**src/design/dsks_pkg.sv**
```systemverilog
package dsks_pkg;

	// Configuration register indexes.
	typedef enum logic [1:0] {
		REG_CENTRE_X    = 2'd0,
		REG_CENTRE_Y    = 2'd1,
		REG_DWELL_LIMIT = 2'd2
	} cfg_reg_t;

	localparam int unsigned COUNT_WIDTH = 6;
	localparam int unsigned SECTOR_WIDTH = 3;
	localparam int unsigned MENU_WIDTH = 3;
	localparam int unsigned CHAR_WIDTH = 7;
	localparam int unsigned KEY_INDEX_WIDTH = 6;

	localparam logic [COUNT_WIDTH-1:0] COUNT_MAX = 6'd63;
	localparam logic [COUNT_WIDTH-1:0] DWELL_LIMIT_RESET = 6'd13;

	// Sector codes, counted counter-clockwise from the right.
	localparam logic [SECTOR_WIDTH-1:0] SECTOR_RIGHT      = 3'd0;
	localparam logic [SECTOR_WIDTH-1:0] SECTOR_UP_RIGHT   = 3'd1;
	localparam logic [SECTOR_WIDTH-1:0] SECTOR_UP_LEFT    = 3'd2;
	localparam logic [SECTOR_WIDTH-1:0] SECTOR_LEFT       = 3'd3;
	localparam logic [SECTOR_WIDTH-1:0] SECTOR_DOWN_LEFT  = 3'd4;
	localparam logic [SECTOR_WIDTH-1:0] SECTOR_DOWN_RIGHT = 3'd5;

	localparam logic [MENU_WIDTH-1:0] MENU_TOP = 3'd0;
	localparam logic [MENU_WIDTH-1:0] MENU_FIRST_SUB = 3'd1;
	localparam logic [MENU_WIDTH-1:0] MENU_LAST_SUB = 3'd6;

	localparam logic [CHAR_WIDTH-1:0] CHAR_NONE = 7'd0;

	// Key table, one row of six keys per submenu, indexed by row * 6 + sector.
	localparam logic [CHAR_WIDTH-1:0] KEY_ROM [36] = '{
		7'h48, 7'h47, 7'h4C, 7'h4B, 7'h4A, 7'h49,
		7'h42, 7'h41, 7'h46, 7'h45, 7'h44, 7'h43,
		7'h36, 7'h35, 7'h20, 7'h39, 7'h38, 7'h37,
		7'h30, 7'h5A, 7'h34, 7'h33, 7'h32, 7'h31,
		7'h55, 7'h54, 7'h59, 7'h58, 7'h57, 7'h56,
		7'h4E, 7'h4D, 7'h53, 7'h52, 7'h50, 7'h4F
	};

endpackage

```
**src/design/dwell_sector_key_selector_unit.sv**
```systemverilog
// Dwell sector key selector. Each input transaction carries one pointer
// position per video frame; the block measures its offset from the dial
// centre (x mirrored, y pointing up), sorts it into one of six 60-degree
// sectors by exact integer comparison of 3*dy*dy against dx*dx, and counts
// how many frames in a row land in the same sector. When that count exceeds
// dwell_limit the counter clears: on the top menu the block opens submenu
// sector+1, and inside a submenu it emits the key character of the 6x6 key
// table and returns to the top menu. Every input transaction produces exactly
// one output transaction. The block accepts one transaction per clock cycle
// while its results are taken, through one input register stage, then the
// squaring, sector decision and dwell update, which are all combinational,
// then the result register. The input stage moves into the result
// register whenever that register is empty or its transaction is taken in the
// same cycle. A waiting result lets one more transaction into the input stage;
// after that, in_ready stays low until the result is taken. Configuration
// writes take effect at once and must only be issued while no transaction is
// in flight.
module dwell_sector_key_selector_unit #(
	parameter int unsigned COORD_WIDTH = 12
) (
	input  logic                          clk,
	input  logic                          arst_n,
	// configuration write port
	input  logic                          cfg_we,
	input  logic [1:0]                    cfg_index,
	input  logic [COORD_WIDTH-1:0]        cfg_data,
	// input channel
	input  logic                          in_valid,
	output logic                          in_ready,
	input  logic [COORD_WIDTH-1:0]        point_x,
	input  logic [COORD_WIDTH-1:0]        point_y,
	// output channel
	output logic                          out_valid,
	input  logic                          out_ready,
	output logic [dsks_pkg::SECTOR_WIDTH-1:0] sector,
	output logic [dsks_pkg::MENU_WIDTH-1:0]   menu_level,
	output logic                          key_valid,
	output logic [dsks_pkg::CHAR_WIDTH-1:0]   key_char
);
	import dsks_pkg::*;

	localparam int unsigned SQ_WIDTH = 2 * COORD_WIDTH;

	// Configuration registers.
	logic [COORD_WIDTH-1:0] centre_x_q;
	logic [COORD_WIDTH-1:0] centre_y_q;
	logic [COUNT_WIDTH-1:0] dwell_limit_q;

	// Input stage.
	logic                   valid_s1;
	logic [COORD_WIDTH-1:0] point_x_s1;
	logic [COORD_WIDTH-1:0] point_y_s1;

	// Dwell state.
	logic [SECTOR_WIDTH-1:0] last_sector_q;
	logic [COUNT_WIDTH-1:0]  dwell_count_q;
	logic [MENU_WIDTH-1:0]   current_menu_q;

	// Result register.
	logic                    out_valid_q;
	logic [SECTOR_WIDTH-1:0] sector_q;
	logic [MENU_WIDTH-1:0]   menu_level_q;
	logic                    key_valid_q;
	logic [CHAR_WIDTH-1:0]   key_char_q;

	// Combinational datapath.
	logic                    advance;
	logic [COORD_WIDTH:0]    dx;
	logic [COORD_WIDTH:0]    dy;
	logic [COORD_WIDTH:0]    dx_neg;
	logic [COORD_WIDTH:0]    dy_neg;
	logic [COORD_WIDTH-1:0]  dx_abs;
	logic [COORD_WIDTH-1:0]  dy_abs;
	logic [SQ_WIDTH-1:0]     dx_sq;
	logic [SQ_WIDTH-1:0]     dy_sq;
	logic [SQ_WIDTH+1:0]     dy_sq3;
	logic                    near_axis;
	logic                    dx_zero;
	logic                    dx_neg_flag;
	logic                    dy_neg_flag;
	logic [SECTOR_WIDTH-1:0] sec;
	logic [COUNT_WIDTH-1:0]  count_next;
	logic                    fire;
	logic [COUNT_WIDTH-1:0]  count_new;
	logic [MENU_WIDTH-1:0]   menu_new;
	logic                    kvalid_new;
	logic [CHAR_WIDTH-1:0]   kchar_new;
	logic [MENU_WIDTH-1:0]   menu_row;
	logic [KEY_INDEX_WIDTH-1:0] key_index;

	// The input stage moves into the result register when the result register
	// is empty or its transaction is being taken in this cycle.
	assign advance  = valid_s1 && (!out_valid_q || out_ready);
	assign in_ready = !valid_s1 || advance;

	always_ff @(posedge clk or negedge arst_n) begin
		if (!arst_n) begin
			centre_x_q    <= COORD_WIDTH'(320);
			centre_y_q    <= COORD_WIDTH'(240);
			dwell_limit_q <= DWELL_LIMIT_RESET;
		end else if (cfg_we) begin
			case (cfg_index)
				REG_CENTRE_X:    centre_x_q <= cfg_data;
				REG_CENTRE_Y:    centre_y_q <= cfg_data;
				REG_DWELL_LIMIT: dwell_limit_q <= cfg_data[COUNT_WIDTH-1:0];
				default: begin
				end
			endcase
		end
	end

	always_ff @(posedge clk or negedge arst_n) begin
		if (!arst_n) begin
			valid_s1 <= 1'b0;
		end else if (in_ready) begin
			valid_s1 <= in_valid;
		end
	end

	always_ff @(posedge clk) begin
		if (in_ready && in_valid) begin
			point_x_s1 <= point_x;
			point_y_s1 <= point_y;
		end
	end

	// Offsets with x mirrored and y pointing up; one extra bit holds the sign.
	assign dx     = {1'b0, centre_x_q} - {1'b0, point_x_s1};
	assign dy     = {1'b0, centre_y_q} - {1'b0, point_y_s1};
	assign dx_neg = -dx;
	assign dy_neg = -dy;
	assign dx_neg_flag = dx[COORD_WIDTH];
	assign dy_neg_flag = dy[COORD_WIDTH];
	assign dx_abs = dx_neg_flag ? dx_neg[COORD_WIDTH-1:0] : dx[COORD_WIDTH-1:0];
	assign dy_abs = dy_neg_flag ? dy_neg[COORD_WIDTH-1:0] : dy[COORD_WIDTH-1:0];
	assign dx_zero = (dx == '0);

	assign dx_sq  = SQ_WIDTH'(dx_abs) * SQ_WIDTH'(dx_abs);
	assign dy_sq  = SQ_WIDTH'(dy_abs) * SQ_WIDTH'(dy_abs);
	assign dy_sq3 = {1'b0, dy_sq, 1'b0} + {2'b00, dy_sq};
	// The offset lies within 30 degrees of the x axis.
	assign near_axis = dy_sq3 < {2'b00, dx_sq};

	// Sector decision from the quadrant and the near-axis test. The centre
	// point itself is caught first and counts as the right-hand sector.
	always_comb begin
		if (dx_zero && (dy == '0)) begin
			sec = SECTOR_RIGHT;
		end else if (!dy_neg_flag) begin
			if (dx_zero) begin
				sec = SECTOR_UP_LEFT;
			end else if (!dx_neg_flag) begin
				sec = near_axis ? SECTOR_RIGHT : SECTOR_UP_RIGHT;
			end else begin
				sec = near_axis ? SECTOR_LEFT : SECTOR_UP_LEFT;
			end
		end else if (dx_neg_flag) begin
			sec = near_axis ? SECTOR_LEFT : SECTOR_DOWN_LEFT;
		end else begin
			sec = near_axis ? SECTOR_RIGHT : SECTOR_DOWN_RIGHT;
		end
	end

	// Dwell counter and menu update.
	always_comb begin
		if (sec != last_sector_q) begin
			count_next = '0;
		end else if (dwell_count_q < COUNT_MAX) begin
			count_next = dwell_count_q + 1'b1;
		end else begin
			count_next = dwell_count_q;
		end
		fire = count_next > dwell_limit_q;

		menu_row  = current_menu_q - MENU_FIRST_SUB;
		key_index = {1'b0, menu_row, 2'b00} + {2'b00, menu_row, 1'b0} + {3'b000, sec};

		count_new  = count_next;
		menu_new   = current_menu_q;
		kvalid_new = 1'b0;
		kchar_new  = CHAR_NONE;
		if (fire) begin
			count_new = '0;
			if (current_menu_q == MENU_TOP) begin
				menu_new = sec + MENU_FIRST_SUB;
			end else begin
				if (current_menu_q inside {[MENU_FIRST_SUB:MENU_LAST_SUB]}) begin
					kvalid_new = 1'b1;
					kchar_new  = KEY_ROM[key_index];
				end
				menu_new = MENU_TOP;
			end
		end
	end

	always_ff @(posedge clk or negedge arst_n) begin
		if (!arst_n) begin
			last_sector_q  <= SECTOR_RIGHT;
			dwell_count_q  <= '0;
			current_menu_q <= MENU_TOP;
		end else if (advance) begin
			last_sector_q  <= sec;
			dwell_count_q  <= count_new;
			current_menu_q <= menu_new;
		end
	end

	always_ff @(posedge clk or negedge arst_n) begin
		if (!arst_n) begin
			out_valid_q <= 1'b0;
		end else if (advance) begin
			out_valid_q <= 1'b1;
		end else if (out_ready) begin
			out_valid_q <= 1'b0;
		end
	end

	always_ff @(posedge clk) begin
		if (advance) begin
			sector_q     <= sec;
			menu_level_q <= menu_new;
			key_valid_q  <= kvalid_new;
			key_char_q   <= kchar_new;
		end
	end

	assign out_valid  = out_valid_q;
	assign sector     = sector_q;
	assign menu_level = menu_level_q;
	assign key_valid  = key_valid_q;
	assign key_char   = key_char_q;

endmodule
```
**config.mk**
```make
export PLATFORM = sky130hd
export DESIGN_NAME = dwell_sector_key_selector_unit
export DESIGN_NICKNAME = d
export VERILOG_FILES = /design/src/design/dsks_pkg.sv /design/src/design/dwell_sector_key_selector_unit.sv
export SDC_FILE = /design/constraint.sdc
export NUM_CORES = 1
export LEC_CHECK = 0
export BUFFER_PORTS_ARGS = -buffer_cell sky130_fd_sc_hd__buf_2
export CAP_MARGIN = 0
export CORE_AREA = 8 8 214 216
export DETAILED_ROUTE_END_ITERATION = 8
export DIE_AREA = 0 0 222 224
export PLACE_DENSITY = 0.49
export SLEW_MARGIN = 20
export SYNTH_ARGS = -nofsm -noshare
export SYNTH_HDL_FRONTEND = slang
export SYNTH_SLANG_ARGS = --single-unit
```
**constraint.sdc**
```tcl
create_clock -name clk -period 13.5 [get_ports clk]
set_input_delay 2.025 -clock clk [delete_from_list [all_inputs] [get_ports clk]]
set_output_delay 2.025 -clock clk [all_outputs]
set_load 0.1 [all_outputs]
```
==> results.yml <==
run_status:
  status: "complete, no violations"
grt:
  grt_pass1_vias: 11700
  antenna_found_initial: 0
  grt_start_max_net_pins: 45
  grt_usage: 0.144
  overflow: 0
  grt_pass1_wl_um: 58900
logic_synthesis:
  synth_cell_types: 83
  yosys_warnings: 0
  ys.flop_type: "edfxtp_1"
  synth.area.top_cells: "fa_1, ha_1, edfxtp_1"
  synth.top_cell.area_share: 0.223
  synth_edf_count: 38
  syn_area_um2: 14600
  yosysTopAreaCell: "fa_1"
  synthCells: 1614
  syn_avg_cell_area_um2: 9.07
  synth.yosys.seq_area_share: 0.154
  ys_ff_latch: 82
  syn_nets: 2024
  async_flop_share: 0.537
worst_setup_path:
  regToRegSetupSlack_ns: 0.88
  crit_type: "register to register"
  cp-startpoint: "centre_y_q[0]$_DFFE_PN0P_"
  crit_slowest_cell: "fa_1"
  cp_max_fo: 8
  cp-end-kind: "register"
  rr_startpoint: "centre_y_q[0]$_DFFE_PN0P_"
  critPathArrivalTime_ns: 12.73
  r2r_cells: 62
  regToRegEndpoint: "key_char[5]$_SDFFCE_PP0P_"
  startpoint_type: "register"
  crit_required_ns: 13.61
  cpPeakStageDelay_ns: 0.55
  crit_top_cell: "inv_1"
sta:
  tns_ns: 0
  setup_viol_count_final: 0
  clock-skew-final_ns: 0.0102
  tightestPinTransition_ns: 1.02
  fin_crit_ns: 12.62
  slew_viol_final: 0
  max_freq_ghz: 0.0792
  hold_violations: 0
  slew_headroom: 0.316
  fin_crit_sh: 0.935
placement:
  place_hpwl_um: 29100
  place_congestion: 0.834
  port_buffers: 58
die:
  die_h_um: 224
  die_w_um: 222
  die_area_um2: 49700
  io_pins: 59
  rows: 76
  core_area_um2: 42500
  start_util: 0.344
routing:
  avgRoutedWirePerCell_um: 15.3
  routed_wl_um: 34700
  drt_iter0_markers: 498
  postRouteAntennaNets: 0
  remaining_drc_errors: 0
  vias_per_cell: 4.98
  vias: 11300
  drtPass1Iterations: 7
clocking:
  clock-root-buffer: "clkbuf_16"
  cts_hold_buf: 0
  clkTransAtPathRegs_ns: 0.07
  cts_tree: "built"
  cts.sinks: 82
  clock_path_buffers: 2
  h-tree-depth: 3
  cts_buffers: 9
  clkLatencyLatePin_ns: 0.36
cells_and_area:
  drive_gt1_frac: 0.150
  syn_to_final_growth_pct: 12.9
  nets: 2120
  antenna_cells: 0
  utilization: 0.389
  nFillCells: 4315
min_path:
  hold_class: "register to register"
  hold_depth: 2
  hold-path-endpoint: "last_sector_q[0]$_DFFE_PN0P_"
  hp-start: "last_sector_q[0]$_DFFE_PN0P_"
run:
  drv_cap: 0
layout by cell type, fill, tap and decap left out, drive strengths merged, types with 6 or more instances in the layout:
master,count
inv,271
ha,204
nor2,174
fa,163
buf,121
a21oi,84
nand2,82
xnor2,77
o21ai,49
edfxtp,38
xor2,38
dfrtp,35
a21o,34
mux2,34
nand2b,23
nor3,21
nand3,20
a211oi,16
o21bai,15
o21a,15
or2,14
nor2b,14
a31oi,14
clkbuf,11
and2,10
o211ai,10
and3,10
dfstp,9
o31ai,8
nand4,7
or3,7
o22ai,6
nor4,6
a211o,6
worst max path at each step:
stage                                 to  slack, ns  cells after the start
2_1_floorplan  key_char[5]$_SDFFCE_PP0P_       0.86                     60
3_3_place_gp   key_char[5]$_SDFFCE_PP0P_       0.02                     59
3_5_place_dp   key_char[5]$_SDFFCE_PP0P_      -0.18                     58
4_1_cts        key_char[5]$_SDFFCE_PP0P_       0.07                     58
5_1_grt        key_char[5]$_SDFFCE_PP0P_      -0.08                     62
6_report       key_char[5]$_SDFFCE_PP0P_       0.88                     62
worst max-delay path, delay by kind of cell, from the launching register on:
kind            cells  cell delay (ns)
compound gates     23             4.26
buf+inv            10             0.73
xor+xnor            5             0.89
simple gates       12             1.52
fa+ha+maj          12             4.61
flops               1             0.34
cell type report:
class	count	area [um2]	share of cell area
Timing Repair Buffer	121	776	0.0469
Clock inverter	5	62.6	0.00379
Inverter	273	1030	0.0622
Clock buffer	11	243	0.0147
Multi-Input combinational cell	1223	11500	0.695
Sequential cell	82	2250	0.136
Tap cell	546	683	0.0413
routing by layer:
| layer | part of all wire | vias to the layer above | global-route usage |
|---|---|---|---|
| met5 | 0 | - | 0 |
| met2 | 0.49 | 144 | 0.254 |
| li1 | - | 5603 | - |
| met1 | 0.48 | 5489 | 0.190 |
| met3 | 0.025 | 20 | 0.0140 |
| met4 | 0.0099 | 0 | 0.0278 |
cells by family (layout without fill, tap and decap cells):
logic type	after synthesis	count (layout)	share of synthesized area
AND/OR/NAND/NOR	399	399	0.127
AO/OA/AOI/OAI	305	305	0.143
adder cells (fa/ha/maj)	367	367	0.397
flip-flops	82	82	0.154
buffers and inverters	309	410	0.0807
XOR/XNOR	115	115	0.0706
multiplexers	37	37	0.0282
cells in the mapped netlist, types with 7 or more instances:
cell type,instances
nand3_1,20
o21ai_0,47
o21a_1,15
xor2_1,37
inv_1,269
fa_1,163
a211oi_1,16
xnor2_1,76
nor3_1,19
and2_1,10
dfstp_2,9
nand2_1,81
nand2b_1,23
o21bai_1,15
mux2_2,34
nor2b_1,14
ha_1,204
nand4_1,7
clkbuf_1,28
o31ai_1,7
and3_1,10
o211ai_1,10
edfxtp_1,38
nor2_1,173
a21oi_1,83
a21o_1,34
dfrtp_1,35
or2_2,14
a31oi_1,12
timing repair:
item                                    CTS  global route
resized for setup                         1            58
endpoints found under the setup margin   10            20
hold endpoints to repair                  0             0
buffers inserted                          0            18
pin swaps                                 0            22
sequential cells by signal (all words and copies together), names as in the netlist:
register and count:
dwell_count_q 6, current_menu_q 3, sector 3, point_y_s1 12
last_sector_q 3, centre_x_q 12, valid_s1 1, key_char 7
centre_y_q 12, point_x_s1 12, menu_level 3, dwell_limit_q 6
out_valid 1, key_valid 1
metrics by stage:
stage / hold WS (ns) / cells / instance area (um2) / setup slack, ns
after floorplan: 0.457 / 1614 / 14600 / 0.856
after global placement: 0.490 / 2227 / 15800 / 0.0227
after detailed placement: 0.491 / 2227 / 15800 / -0.179
after CTS: 0.505 / 2243 / 16100 / 0.0662
after global routing: 0.525 / 2261 / 16500 / -0.0780
final: 0.501 / 2261 / 16500 / 0.880
Power is left out: the tool's default activity adds up to more than one toggle a clock period on the data nets, which glitch-free logic cannot reach.
